**config.mk**
```make
export PLATFORM = sky130hd
export DESIGN_NAME = midi_byte_stream_parser_flat
export DESIGN_NICKNAME = d
export VERILOG_FILES = /design/src/hdl/mbsp_pkg.sv /design/src/hdl/mbsp_if.sv /design/src/hdl/mbsp_ram.sv /design/src/hdl/mbsp_ctrl.sv /design/src/hdl/mbsp_dp.sv /design/src/hdl/midi_byte_stream_parser.sv /design/src/flat_wrapper.sv
export SDC_FILE = /design/constraint.sdc
export NUM_CORES = 1
export LEC_CHECK = 0
export BUFFER_PORTS_ARGS = -buffer_cell sky130_fd_sc_hd__buf_2
export CORE_AREA = 2 2 207 209
export CTS_BUF_LIST = sky130_fd_sc_hd__clkbuf_4 sky130_fd_sc_hd__clkbuf_8
export DETAILED_ROUTE_END_ITERATION = 10
export DIE_AREA = 0 0 209 211
export PLACE_DENSITY_LB_ADDON = 0.25
export SETUP_SLACK_MARGIN = 0.2
export SLEW_MARGIN = 10
export SYNTH_ARGS = -nofsm -noshare
export SYNTH_HDL_FRONTEND = slang
export SYNTH_SLANG_ARGS = --single-unit
```
**constraint.sdc**
```tcl
create_clock -name clk -period 3.2 [get_ports clk]
set_input_delay 0.32 -clock clk [delete_from_list [all_inputs] [get_ports clk]]
set_output_delay 0.32 -clock clk [all_outputs]
set_load 0.02 [all_outputs]
```
**src/hdl/mbsp_pkg.sv**
```systemverilog
// Shared types and constants for the MIDI byte stream parser.
`timescale 1ns / 1ps

package mbsp_pkg;

	localparam int SYSEX_DEPTH_DEF = 64;

	localparam logic [7:0] ST_SYSEX   = 8'hF0;
	localparam logic [7:0] ST_QFRAME  = 8'hF1;
	localparam logic [7:0] ST_SONGPOS = 8'hF2;
	localparam logic [7:0] ST_EOX     = 8'hF7;
	localparam logic [7:0] ST_START   = 8'hFA;
	localparam logic [7:0] ST_CONT    = 8'hFB;
	localparam logic [7:0] ST_STOP    = 8'hFC;
	localparam logic [3:0] ST_SYSTEM  = 4'hF;

	localparam logic [2:0] CH_PROG      = 3'd4;
	localparam logic [2:0] CH_CHANPRESS = 3'd5;

	localparam logic [3:0] KIND_SYSEX   = 4'd7;
	localparam logic [3:0] KIND_QFRAME  = 4'd8;
	localparam logic [3:0] KIND_SONGPOS = 4'd9;
	localparam logic [3:0] KIND_START   = 4'd10;
	localparam logic [3:0] KIND_CONT    = 4'd11;
	localparam logic [3:0] KIND_STOP    = 4'd12;

	typedef enum logic [1:0] {
		MODE_IDLE,
		MODE_MSG,
		MODE_SYSEX
	} mbsp_mode_t;

	typedef enum logic [1:0] {
		CS_RUN,
		CS_DUMP_RD,
		CS_DUMP_WR
	} mbsp_state_t;

	typedef struct packed {
		logic take;
		logic load_sx;
		logic step;
		logic finish;
	} mbsp_cmd_t;

	typedef struct packed {
		logic out_free;
		logic dump_req;
		logic dump_last;
	} mbsp_stat_t;

endpackage

```
**src/hdl/mbsp_if.sv**
```systemverilog
// Request channels: received byte in, parsed message out.
`timescale 1ns / 1ps

interface mbsp_rx_if;
	logic       valid;
	logic       ready;
	logic [7:0] rx_byte;

	modport source (output valid, output rx_byte, input ready);
	modport sink (input valid, input rx_byte, output ready);
endinterface

interface mbsp_msg_if;
	logic       valid;
	logic       ready;
	logic [3:0] msg_kind;
	logic [3:0] channel;
	logic [6:0] first_data;
	logic [6:0] second_data;
	logic [6:0] sysex_byte;
	logic       last;

	modport source (output valid, output msg_kind, output channel, output first_data,
		output second_data, output sysex_byte, output last, input ready);
	modport sink (input valid, input msg_kind, input channel, input first_data,
		input second_data, input sysex_byte, input last, output ready);
endinterface

```
**src/hdl/mbsp_ram.sv**
```systemverilog
// Generic single-write, single-read RAM with registered read data.
`timescale 1ns / 1ps

module mbsp_ram #(
	parameter int WIDTH = 7,
	parameter int DEPTH = 64,
	localparam int AW = (DEPTH > 1) ? $clog2(DEPTH) : 1
) (
	input  logic             clk,
	input  logic             we,
	input  logic [AW-1:0]    waddr,
	input  logic [WIDTH-1:0] wdata,
	input  logic [AW-1:0]    raddr,
	output logic [WIDTH-1:0] rdata
);

	logic [WIDTH-1:0] mem_q [DEPTH];

	always_ff @(posedge clk) begin
		if (we) begin
			mem_q[waddr] <= wdata;
		end
		rdata <= mem_q[raddr];
	end

endmodule

```
**src/hdl/mbsp_ctrl.sv**
```systemverilog
// Controller: request acceptance and the sysex read-out sequence.
`timescale 1ns / 1ps

module mbsp_ctrl (
	input  logic                  clk,
	input  logic                  arst_n,
	input  logic                  rx_valid,
	output logic                  rx_ready,
	input  mbsp_pkg::mbsp_stat_t  stat,
	output mbsp_pkg::mbsp_cmd_t   cmd
);
	import mbsp_pkg::*;

	mbsp_state_t state_q, state_d;

	always_ff @(posedge clk or negedge arst_n) begin
		if (!arst_n) begin
			state_q <= CS_RUN;
		end else begin
			state_q <= state_d;
		end
	end

	always_comb begin
		state_d  = state_q;
		cmd      = '0;
		rx_ready = 1'b0;
		case (state_q)
			CS_RUN: begin
				rx_ready = stat.out_free;
				cmd.take = rx_valid && stat.out_free;
				if (cmd.take && stat.dump_req) begin
					state_d = CS_DUMP_RD;
				end
			end
			CS_DUMP_RD: begin
				state_d = CS_DUMP_WR;
			end
			CS_DUMP_WR: begin
				if (stat.out_free) begin
					cmd.load_sx = 1'b1;
					if (stat.dump_last) begin
						cmd.finish = 1'b1;
						state_d    = CS_RUN;
					end else begin
						cmd.step = 1'b1;
						state_d  = CS_DUMP_RD;
					end
				end
			end
			default: begin
				state_d = CS_RUN;
			end
		endcase
	end

endmodule

```
**src/hdl/mbsp_dp.sv**
```systemverilog
// Datapath: message decode, data byte collection, sysex store and output register.
`timescale 1ns / 1ps

module mbsp_dp #(
	parameter int SYSEX_DEPTH = mbsp_pkg::SYSEX_DEPTH_DEF
) (
	input  logic                 clk,
	input  logic                 arst_n,
	input  logic [7:0]           rx_byte,
	input  mbsp_pkg::mbsp_cmd_t  cmd,
	output mbsp_pkg::mbsp_stat_t stat,
	input  logic                 out_ready,
	output logic                 out_valid,
	output logic [3:0]           msg_kind,
	output logic [3:0]           channel,
	output logic [6:0]           first_data,
	output logic [6:0]           second_data,
	output logic [6:0]           sysex_byte,
	output logic                 last
);
	import mbsp_pkg::*;

	localparam int AW = (SYSEX_DEPTH > 1) ? $clog2(SYSEX_DEPTH) : 1;
	localparam int CW = $clog2(SYSEX_DEPTH + 1);

	mbsp_mode_t  mode_q;
	logic        taken_q;
	logic        need_two_q;
	logic [3:0]  kind_q;
	logic [3:0]  chan_q;
	logic [6:0]  held_first_q;
	logic [CW-1:0] count_q;
	logic [AW-1:0] rd_idx_q;
	logic        out_valid_q;

	logic        ram_we;
	logic [6:0]  ram_rdata;

	logic        emit;
	logic [3:0]  e_kind;
	logic [3:0]  e_chan;
	logic [6:0]  e_first;
	logic [6:0]  e_second;
	logic        is_data;

	assign is_data = !rx_byte[7];
	assign ram_we  = cmd.take && is_data && (mode_q == MODE_SYSEX)
		&& (count_q < CW'(SYSEX_DEPTH));

	mbsp_ram #(
		.WIDTH(7),
		.DEPTH(SYSEX_DEPTH)
	) u_store (
		.clk  (clk),
		.we   (ram_we),
		.waddr(AW'(count_q)),
		.wdata(rx_byte[6:0]),
		.raddr(rd_idx_q),
		.rdata(ram_rdata)
	);

	// result caused by the byte being taken, if any
	always_comb begin
		emit     = 1'b0;
		e_kind   = kind_q;
		e_chan   = chan_q;
		e_first  = 7'd0;
		e_second = 7'd0;
		if (is_data) begin
			if (mode_q == MODE_MSG) begin
				if (!taken_q) begin
					emit    = !need_two_q;
					e_first = rx_byte[6:0];
				end else begin
					emit     = 1'b1;
					e_first  = held_first_q;
					e_second = rx_byte[6:0];
				end
			end
		end else begin
			e_chan = rx_byte[3:0];
			case (rx_byte)
				ST_START: begin
					emit   = 1'b1;
					e_kind = KIND_START;
				end
				ST_CONT: begin
					emit   = 1'b1;
					e_kind = KIND_CONT;
				end
				ST_STOP: begin
					emit   = 1'b1;
					e_kind = KIND_STOP;
				end
				default: begin
					emit = 1'b0;
				end
			endcase
		end
	end

	// message state
	always_ff @(posedge clk or negedge arst_n) begin
		if (!arst_n) begin
			mode_q  <= MODE_IDLE;
			taken_q <= 1'b0;
		end else if (cmd.take) begin
			if (!is_data) begin
				taken_q <= 1'b0;
				if (rx_byte[7:4] != ST_SYSTEM) begin
					mode_q <= MODE_MSG;
				end else begin
					case (rx_byte)
						ST_SYSEX:   mode_q <= MODE_SYSEX;
						ST_QFRAME:  mode_q <= MODE_MSG;
						ST_SONGPOS: mode_q <= MODE_MSG;
						default:    mode_q <= MODE_IDLE;
					endcase
				end
			end else if (mode_q == MODE_MSG) begin
				if (taken_q || !need_two_q) begin
					mode_q <= MODE_IDLE;
				end else begin
					taken_q <= 1'b1;
				end
			end
		end
	end

	always_ff @(posedge clk) begin
		if (cmd.take) begin
			if (!is_data) begin
				held_first_q <= 7'd0;
				chan_q       <= rx_byte[3:0];
				if (rx_byte[7:4] != ST_SYSTEM) begin
					kind_q     <= {1'b0, rx_byte[6:4]};
					need_two_q <= !((rx_byte[6:4] == CH_PROG)
						|| (rx_byte[6:4] == CH_CHANPRESS));
				end else if (rx_byte == ST_QFRAME) begin
					kind_q     <= KIND_QFRAME;
					need_two_q <= 1'b0;
				end else begin
					kind_q     <= KIND_SONGPOS;
					need_two_q <= 1'b1;
				end
			end else if (mode_q == MODE_MSG && !taken_q) begin
				held_first_q <= rx_byte[6:0];
			end
		end
	end

	// sysex fill count and read-out index
	always_ff @(posedge clk or negedge arst_n) begin
		if (!arst_n) begin
			count_q  <= '0;
			rd_idx_q <= '0;
		end else begin
			if (cmd.finish) begin
				count_q  <= '0;
				rd_idx_q <= '0;
			end else begin
				if (cmd.take && !is_data && rx_byte == ST_SYSEX) begin
					count_q <= '0;
				end else if (ram_we) begin
					count_q <= count_q + CW'(1);
				end
				if (cmd.step) begin
					rd_idx_q <= rd_idx_q + AW'(1);
				end
			end
		end
	end

	// output register
	always_ff @(posedge clk or negedge arst_n) begin
		if (!arst_n) begin
			out_valid_q <= 1'b0;
		end else if ((cmd.take && emit) || cmd.load_sx) begin
			out_valid_q <= 1'b1;
		end else if (out_ready) begin
			out_valid_q <= 1'b0;
		end
	end

	always_ff @(posedge clk) begin
		if (cmd.load_sx) begin
			msg_kind    <= KIND_SYSEX;
			channel     <= 4'd0;
			first_data  <= 7'd0;
			second_data <= 7'd0;
			sysex_byte  <= ram_rdata;
			last        <= stat.dump_last;
		end else if (cmd.take && emit) begin
			msg_kind    <= e_kind;
			channel     <= e_chan;
			first_data  <= e_first;
			second_data <= e_second;
			sysex_byte  <= 7'd0;
			last        <= 1'b1;
		end
	end

	assign out_valid      = out_valid_q;
	assign stat.out_free  = !out_valid_q || out_ready;
	assign stat.dump_req  = !is_data && (rx_byte == ST_EOX) && (count_q != '0);
	assign stat.dump_last = ((CW'(rd_idx_q) + CW'(1)) == count_q);

endmodule

```
**src/hdl/midi_byte_stream_parser.sv**
```systemverilog
// Top level of the MIDI byte stream parser.
//
//  channel  dir  payload                                               
//  rx       in   rx_byte                                               
//  msg      out  msg_kind, channel, first_data, second_data,
//                sysex_byte, last
//
// A byte is taken whenever the output register is free or being emptied;
// messages appear in the output register the next cycle. On 0xF7 the
// sysex store is read out one result at a time (RAM read, then output load
// once the register is free), input held off until the run ends.
// Reset is asynchronous, active low; the store needs no clearing pass.
// A stalled msg channel holds off rx while a result waits in the output register.
`timescale 1ns / 1ps

module midi_byte_stream_parser #(
	parameter int SYSEX_DEPTH = mbsp_pkg::SYSEX_DEPTH_DEF
) (
	input logic        clk,
	input logic        arst_n,
	mbsp_rx_if.sink    rx,
	mbsp_msg_if.source msg
);
	import mbsp_pkg::*;

	mbsp_cmd_t  cmd;
	mbsp_stat_t stat;

	mbsp_ctrl u_ctrl (
		.clk     (clk),
		.arst_n  (arst_n),
		.rx_valid(rx.valid),
		.rx_ready(rx.ready),
		.stat    (stat),
		.cmd     (cmd)
	);

	mbsp_dp #(
		.SYSEX_DEPTH(SYSEX_DEPTH)
	) u_dp (
		.clk        (clk),
		.arst_n     (arst_n),
		.rx_byte    (rx.rx_byte),
		.cmd        (cmd),
		.stat       (stat),
		.out_ready  (msg.ready),
		.out_valid  (msg.valid),
		.msg_kind   (msg.msg_kind),
		.channel    (msg.channel),
		.first_data (msg.first_data),
		.second_data(msg.second_data),
		.sysex_byte (msg.sysex_byte),
		.last       (msg.last)
	);

endmodule
```
**src/flat_wrapper.sv**
```systemverilog
// flat-port wrapper written by rule: the top's interface ports become plain ports
module midi_byte_stream_parser_flat import mbsp_pkg::*;
#(
	parameter int SYSEX_DEPTH = mbsp_pkg::SYSEX_DEPTH_DEF
)
  (clk, arst_n, rx_valid, rx_rx_byte, rx_ready, msg_valid, msg_msg_kind, msg_channel, msg_first_data, msg_second_data, msg_sysex_byte, msg_last, msg_ready);
  mbsp_rx_if rx_i ();
  mbsp_msg_if msg_i ();
  input logic clk;
  input logic arst_n;
  input wire logic [$bits(rx_i.valid)-1:0] rx_valid;
  input wire logic [$bits(rx_i.rx_byte)-1:0] rx_rx_byte;
  output wire logic [$bits(rx_i.ready)-1:0] rx_ready;
  output wire logic [$bits(msg_i.valid)-1:0] msg_valid;
  output wire logic [$bits(msg_i.msg_kind)-1:0] msg_msg_kind;
  output wire logic [$bits(msg_i.channel)-1:0] msg_channel;
  output wire logic [$bits(msg_i.first_data)-1:0] msg_first_data;
  output wire logic [$bits(msg_i.second_data)-1:0] msg_second_data;
  output wire logic [$bits(msg_i.sysex_byte)-1:0] msg_sysex_byte;
  output wire logic [$bits(msg_i.last)-1:0] msg_last;
  input wire logic [$bits(msg_i.ready)-1:0] msg_ready;
  assign rx_i.valid = rx_valid;
  assign rx_i.rx_byte = rx_rx_byte;
  assign rx_ready = rx_i.ready;
  assign msg_valid = msg_i.valid;
  assign msg_msg_kind = msg_i.msg_kind;
  assign msg_channel = msg_i.channel;
  assign msg_first_data = msg_i.first_data;
  assign msg_second_data = msg_i.second_data;
  assign msg_sysex_byte = msg_i.sysex_byte;
  assign msg_last = msg_i.last;
  assign msg_i.ready = msg_ready;
  midi_byte_stream_parser #(.SYSEX_DEPTH(SYSEX_DEPTH)) u_core (.clk(clk), .arst_n(arst_n), .rx(rx_i), .msg(msg_i));
endmodule
```
==> results by group, run 1 <==
Floorplan
  – Die Ht: 211 um
  – Die ar.: 44,100 um^2
  – Die Wd: 209 um
  – FP Rows: 75
  – Core Box Area: 41,800 um^2
  – Initial Utilization: 0.497
  – # IOs: 44

Route
  – WL/cell: 25.1 um
  – Via density: 5.83
  – DRC viols: 0
  – Initial DRC count: 1,012
  – TritonRoute pass-1 iters: 6
  – Routed WL: 47,500 um
  – Final ANT Viol Nets: 0
  – Via Count: 11,000

Global routing
  – Largest net degree at the start of global routing: 73
  – Number of global-route vias before repair: 11,200
  – GRT overflow: 0
  – First-pass GRT wire length: 71,100 um
  – All-Layer GR Usage: 0.220
  – Initial antenna violation count: 4

Yosys
  – Primary FF master, synth: edfxtp_1
  – Fraction of registers with async set/reset: 0.0365
  – Share of the synthesized area in the top cell type: 0.683
  – EDFF count, synth: 472
  – Yosys reg bits: 520
  – Top cells by count, synth: edfxtp_1, nor2_1, mux4_2
  – Area leader, netlist: edfxtp_1
  – Synth area leaders: edfxtp_1, mux4_2, dfxtp_1, dfrtp_1, mux4_1
  – Yosys warning total: 0
  – Mapped Nets: 1,143
  – Post-synthesis sequential area ratio: 0.734
  – Post-Synthesis Cells: 1,128
  – Synthesized area: 20,800 um^2
  – Synth cell types: 63
  – Avg Cell Area, Syn: 18.4 um^2
  – Most common cell in the netlist: edfxtp_1

CTS
  – Clk slew on worst S/H paths: 0.07 ns
  – Cts repair resizes: 0
  – Clock sink count: 520
  – CTS Hold Buffers Added: 3
  – Htree depth: 3
  – Root Buffer: clkbuf_8
  – Setup bufs post-CTS: 0
  – Num CTS Buffers: 83
  – Worst-Skew Late Latency: 0.63 ns
  – CTS tree: built
  – Clock buffer depth: 3

Finish
  – Area grow syn2layout: 14.3%
  – Nets: 1,303
  – Share of layout cells above drive strength 1: 0.292
  – Number of fill cells: 3,114
  – Sequential standard cell area: 15,200 um^2
  – Area of the multi-input gates: 5050 um^2

Pwr
  – Reg power frac: 0.482
  – Cell leakage power: 7.90 nW
  – P per Cell Area: 696 nW/um^2
  – Sw frac: 0.259
  – Clock share of power: 0.351
  – Comb pwr share: 0.167
  – Worst VDD drop: 358 uV
  – Internal power: 12.2 mW
  – Net Switching: 4.27 mW
  – Tot Pwr: 16.5 mW

Timing
  – Final setup fails: 0
  – Final Critical Period: 2.74 ns
  – RSZ-0062 raised after global routing: false
  – Final slew viol count: 0
  – Final worst clock skew: 0.0308 ns
  – Final hold slack: 0.0723 ns
  – Worst slew pin tran: 0.904 ns
  – Peak Freq: 365 MHz
  – Period utilisation layout: 0.857
  – Setup TNS: 0 ns
  – Hold Vio Cnt, Final: 0
  – Slew headroom: 0.395

Hold path
  – Hold Path Class: in -> reg

Worst setup path
  – Worst-path fanout max: 44
  – Worst Setup Path Type: reg -> reg
  – Crit path capture type: flop
  – Critical Path AT: 3.22 ns
  – Req. time, crit path: 3.68 ns
  – Startpoint types: flop

Run
  – Maxcap violations: 0

Placement
  – RePlAce Congestion: 0.831
  – IO buf count: 43
  – Hpwl dp: 29,000 um

Run status
  – Status: completed
==> power groups by stage <==
stage,Clock [mW],Sequential (mW),Combinational [mW]
after floorplan,0,8.07,2.05
after global placement,0,8.10,2.75
after detailed placement,0,8.10,2.78
after CTS,5.92,7.96,2.79
after global routing,6.22,7.99,2.95
final,5.80,7.96,2.75
==> critical path: stages (launching register included) <==
cell,delay (ns)
dfrtp_4,0.79
buf_12,0.37
mux2_2,0.39
o21ai_0,0.18
nor3_1,0.08
a221oi_1,0.59
a221oi_1,0.13
==> sequential cells by signal, indices dropped and copies added (netlist names), 4 cells and up <==
name                       flops
u_core.u_dp.chan_q             4
u_core.u_dp.channel            4
u_core.u_dp.count_q            7
u_core.u_dp.first_data         7
u_core.u_dp.held_first_q       7
u_core.u_dp.kind_q             4
u_core.u_dp.msg_kind           4
u_core.u_dp.rd_idx_q           6
u_core.u_dp.second_data        7
u_core.u_dp.sysex_byte         7
u_core.u_dp.u_store.mem_q    448
u_core.u_dp.u_store.rdata      7
==> through the flow <==
| step | cell area [um^2] | std cells | worst slack (ns) | utilization |
|---|---|---|---|---|
| after floorplan | 20800 | 1128 | 0.674 | - |
| after global placement | 22000 | 1739 | 0.410 | 0.527 |
| after detailed placement | 22000 | 1739 | 0.394 | 0.527 |
| after CTS | 23700 | 1888 | 0.389 | 0.568 |
| after global routing | 23700 | 1890 | 0.311 | 0.568 |
| final | 23700 | 1890 | 0.459 | 0.568 |
==> per-layer routing <==
metal	vias up	GRT usage	wire, um
met2	392	0.349	22900
met1	5701	0.303	20200
met5	-	0	13
li1	4844	-	-
met3	72	0.0503	3220
met4	2	0.0751	1180
==> layout make-up <==
class,instances,share of cell area
tap,539,0.0284
clock buffer,109,0.0574
clock inverter,37,0.0140
timing repair buffer,145,0.0432
multi-input combinational,529,0.213
antenna,2,0.000211
sequential,520,0.642
inverter,9,0.00142
==> cells by family after synthesis <==
family          synth area share
compound gates            0.0427
xor+xnor                 0.00633
flops                      0.734
simple gates              0.0536
mux                        0.139
buf+inv                   0.0233
fa+ha+maj                0.00181
==> path summary, 6_finish.rpt <==
path / start / end / slack [ns] / depth (start not counted)
max in group asynchronous: arst_n / u_core.u_dp.rd_idx_q[2] / 2.64 / 2
min reg2reg: u_core.u_dp.channel[1] / u_core.u_dp.channel[1] / 0.45 / 2
min in group asynchronous: arst_n / u_core.u_dp.taken_q / 0.17 / 2
max: u_core.u_dp.rd_idx_q[0] / u_core.u_dp.u_store.rdata[5] / 0.46 / 6
max reg2reg: u_core.u_dp.rd_idx_q[0] / u_core.u_dp.u_store.rdata[5] / 0.46 / 6
min: rx_rx_byte[2] / u_core.u_dp.second_data[2] / 0.07 / 2
==> placed cells by master (no fill, tap or decap), types with 6 or more instances in the layout <==
cell	n
and2_1	6
clkbuf_8	87
o22ai_1	7
buf_2	43
nand2b_1	9
mux2_2	12
clkbuf_4	22
clkinv_2	12
dfrtp_1	16
mux4_2	90
edfxtp_1	472
nor3_1	18
a21oi_1	33
o21ai_0	29
o221ai_1	8
a22o_1	9
nand4_1	6
o2bb2ai_1	9
xor2_1	6
and3_1	9
bufinv_16	6
xnor2_1	9
clkinv_1	15
dfxtp_1	29
inv_1	9
mux2i_1	35
nor2b_1	17
a22oi_1	10
nand2_1	36
mux4_1	14
nand3_1	9
buf_4	96
nor2_1	91
No activity file was read; power rests on OpenSTA's default activity.
==> inputs of run 2 (changes only) <==
--- a/config.mk
+++ b/config.mk
@@ -6,6 +6,8 @@
 export NUM_CORES = 1
 export LEC_CHECK = 0
 export BUFFER_PORTS_ARGS = -buffer_cell sky130_fd_sc_hd__buf_2
+export CELL_PAD_IN_SITES_DETAIL_PLACEMENT = 0
+export CELL_PAD_IN_SITES_GLOBAL_PLACEMENT = 2
 export CORE_AREA = 2 2 207 209
 export CTS_BUF_LIST = sky130_fd_sc_hd__clkbuf_4 sky130_fd_sc_hd__clkbuf_8
 export DETAILED_ROUTE_END_ITERATION = 10
==> run 2 against run 1 <==
Against the previous run:
- die area unchanged
- count of clock-buffer cells in the layout increased by 2
- sequential cell count unchanged
- utilization decreased by 0.23 points
- largest cell class unchanged
- largest power group unchanged
==> results by group, run 2 (synthesis results as in run 1) <==
Run status
  – Status: completed

Finish
  – Top reg by flops: u_core.u_dp.u_store.mem_q
  – Nets: 1,310
  – Most common cell after layout, fill and taps aside: edfxtp_1
  – Area grow syn2layout: 13.8%
  – Util after Layout: 0.566
  – Commonest cells after routing, fill and taps aside: edfxtp_1, buf_4, nor2_1
  – Max reg flops: 448
  – Share of layout cells above drive strength 1: 0.294
  – Number of fill cells: 3,204

Run
  – Maxcap violations: 0

Worst setup path
  – Critical Path AT: 3.01 ns
  – CP startpoint: u_core.u_dp.count_q[6]
  – Worst Setup Path Type: reg -> reg
  – Crit path capture type: flop
  – Reg2reg setup slack: 0.54 ns
  – Setup crit end: u_core.u_dp.u_store.mem_q[35][3]
  – FF-to-FF Start: u_core.u_dp.count_q[6]
  – Worst R2R Path Depth: 6
  – Req. time, crit path: 3.55 ns
  – Worst-path fanout max: 8
  – Startpoint types: flop
  – R2R Path End: u_core.u_dp.u_store.mem_q[35][3]

CTS
  – Cts repair resizes: 0
  – Setup bufs post-CTS: 0
  – Num CTS Buffers: 84
  – Htree depth: 3
  – CTS Hold Buffers Added: 2
  – Worst-Skew Late Latency: 0.65 ns
  – Clk slew on worst S/H paths: 0.07 ns
  – Root Buffer: clkbuf_8
  – Clock sink count: 520
  – Clock buffer depth: 3
  – CTS tree: built

Timing
  – Final critical-path setup slack: 0.540 ns
  – RSZ-0062 raised after global routing: false
  – Final setup fails: 0
  – Setup TNS: 0 ns
  – Period utilisation layout: 0.831
  – Final Critical Period: 2.66 ns
  – Slew headroom: 0.472
  – Peak Freq: 376 MHz
  – Worst slew pin tran: 0.792 ns
  – Hold Vio Cnt, Final: 0
  – Final slew viol count: 0
  – Final worst clock skew: 0.0284 ns

Floorplan
  – # IOs: 44
  – Core Box Area: 41,800 um^2
  – FP Rows: 75
  – Die Wd: 209 um
  – Die Ht: 211 um
  – Initial Utilization: 0.497
  – Die ar.: 44,100 um^2

Global routing
  – GRT overflow: 0
  – Number of global-route vias before repair: 11,100
  – Initial antenna violation count: 4
  – All-Layer GR Usage: 0.229
  – Largest net degree at the start of global routing: 70
  – First-pass GRT wire length: 72,500 um

Route
  – DRC viols: 0
  – Final ANT Viol Nets: 0
  – Via density: 5.80
  – Via Count: 11,000
  – Routed WL: 49,300 um
  – TritonRoute pass-1 iters: 5
  – WL/cell: 26.0 um
  – Initial DRC count: 1,016

Pwr
  – P per Cell Area: 681 nW/um^2
  – Tot Pwr: 16.1 mW
  – Reg power frac: 0.490
  – Internal power: 11.8 mW
  – Worst VDD drop: 405 uV
  – Comb pwr share: 0.178
  – Net Switching: 4.31 mW
  – Clock share of power: 0.332
  – Cell leakage power: 7.87 nW
  – Sw frac: 0.268

Placement
  – IO buf count: 43
  – RePlAce Congestion: 0.809
  – Pre-CTS setup slack: 0.456 ns
  – Hpwl dp: 30,700 um

Hold path
  – Hold Path Class: in -> reg
run 2: power groups by stage:
stage                     Combinational [mW]  Clock [mW]  Sequential (mW)
final                                   2.86        5.34             7.89
after global routing                    3.08        5.74             7.92
after CTS                               2.91        5.45             7.89
after detailed placement                2.90           0             8.03
after global placement                  2.88           0             8.02
after floorplan                         2.05           0             8.07
run 2: layout make-up:
class / count / area (um^2) / area share
sequential: 520 / 15200 / 0.645
multi-input combinational: 529 / 5050 / 0.214
clock buffer: 111 / 1370 / 0.0580
timing repair buffer: 151 / 1080 / 0.0457
tap: 539 / 674 / 0.0285
clock inverter: 35 / 174 / 0.00736
inverter: 9 / 33.8 / 0.00143
antenna: 1 / 2.50 / 0.000106
run 2: through the flow:
stage | cells | area [um^2] | hold slack [ns]
2_1_floorplan | 1128 | 20800 | 0.0244
3_3_place_gp | 1746 | 22100 | 0.311
3_5_place_dp | 1746 | 22100 | 0.317
4_1_cts | 1894 | 23600 | 0.0661
5_1_grt | 1895 | 23600 | 0.0859
6_report | 1895 | 23600 | 0.106
run 2: critical path, cell delays in order, from the launching register on:
cell     delay (ns)
dfrtp_1        0.45
nor4b_1        0.45
and2_1         0.26
and2b_1        0.25
nand3_2        0.38
nor2_1         0.37
buf_4          0.20
run 2: per-layer routing:
metal  GRT usage  part of all wire
met5           0                 0
met2       0.363              0.47
met4      0.0734             0.025
met3      0.0467             0.058
met1       0.323              0.44
run 2: worst min path at each step:
stage                        startpoint                           to  slack (ns)  cells after the start
after floorplan                  arst_n     u_core.u_ctrl.state_q[0]        0.02                      0
after global placement           arst_n       u_core.u_dp.count_q[5]        0.31                      1
after detailed placement         arst_n          u_core.u_dp.taken_q        0.32                      1
final                     rx_rx_byte[7]  u_core.u_dp.held_first_q[5]        0.11                      2
after global routing      rx_rx_byte[7]  u_core.u_dp.held_first_q[5]        0.09                      2
after CTS                 rx_rx_byte[7]  u_core.u_dp.held_first_q[5]        0.07                      2
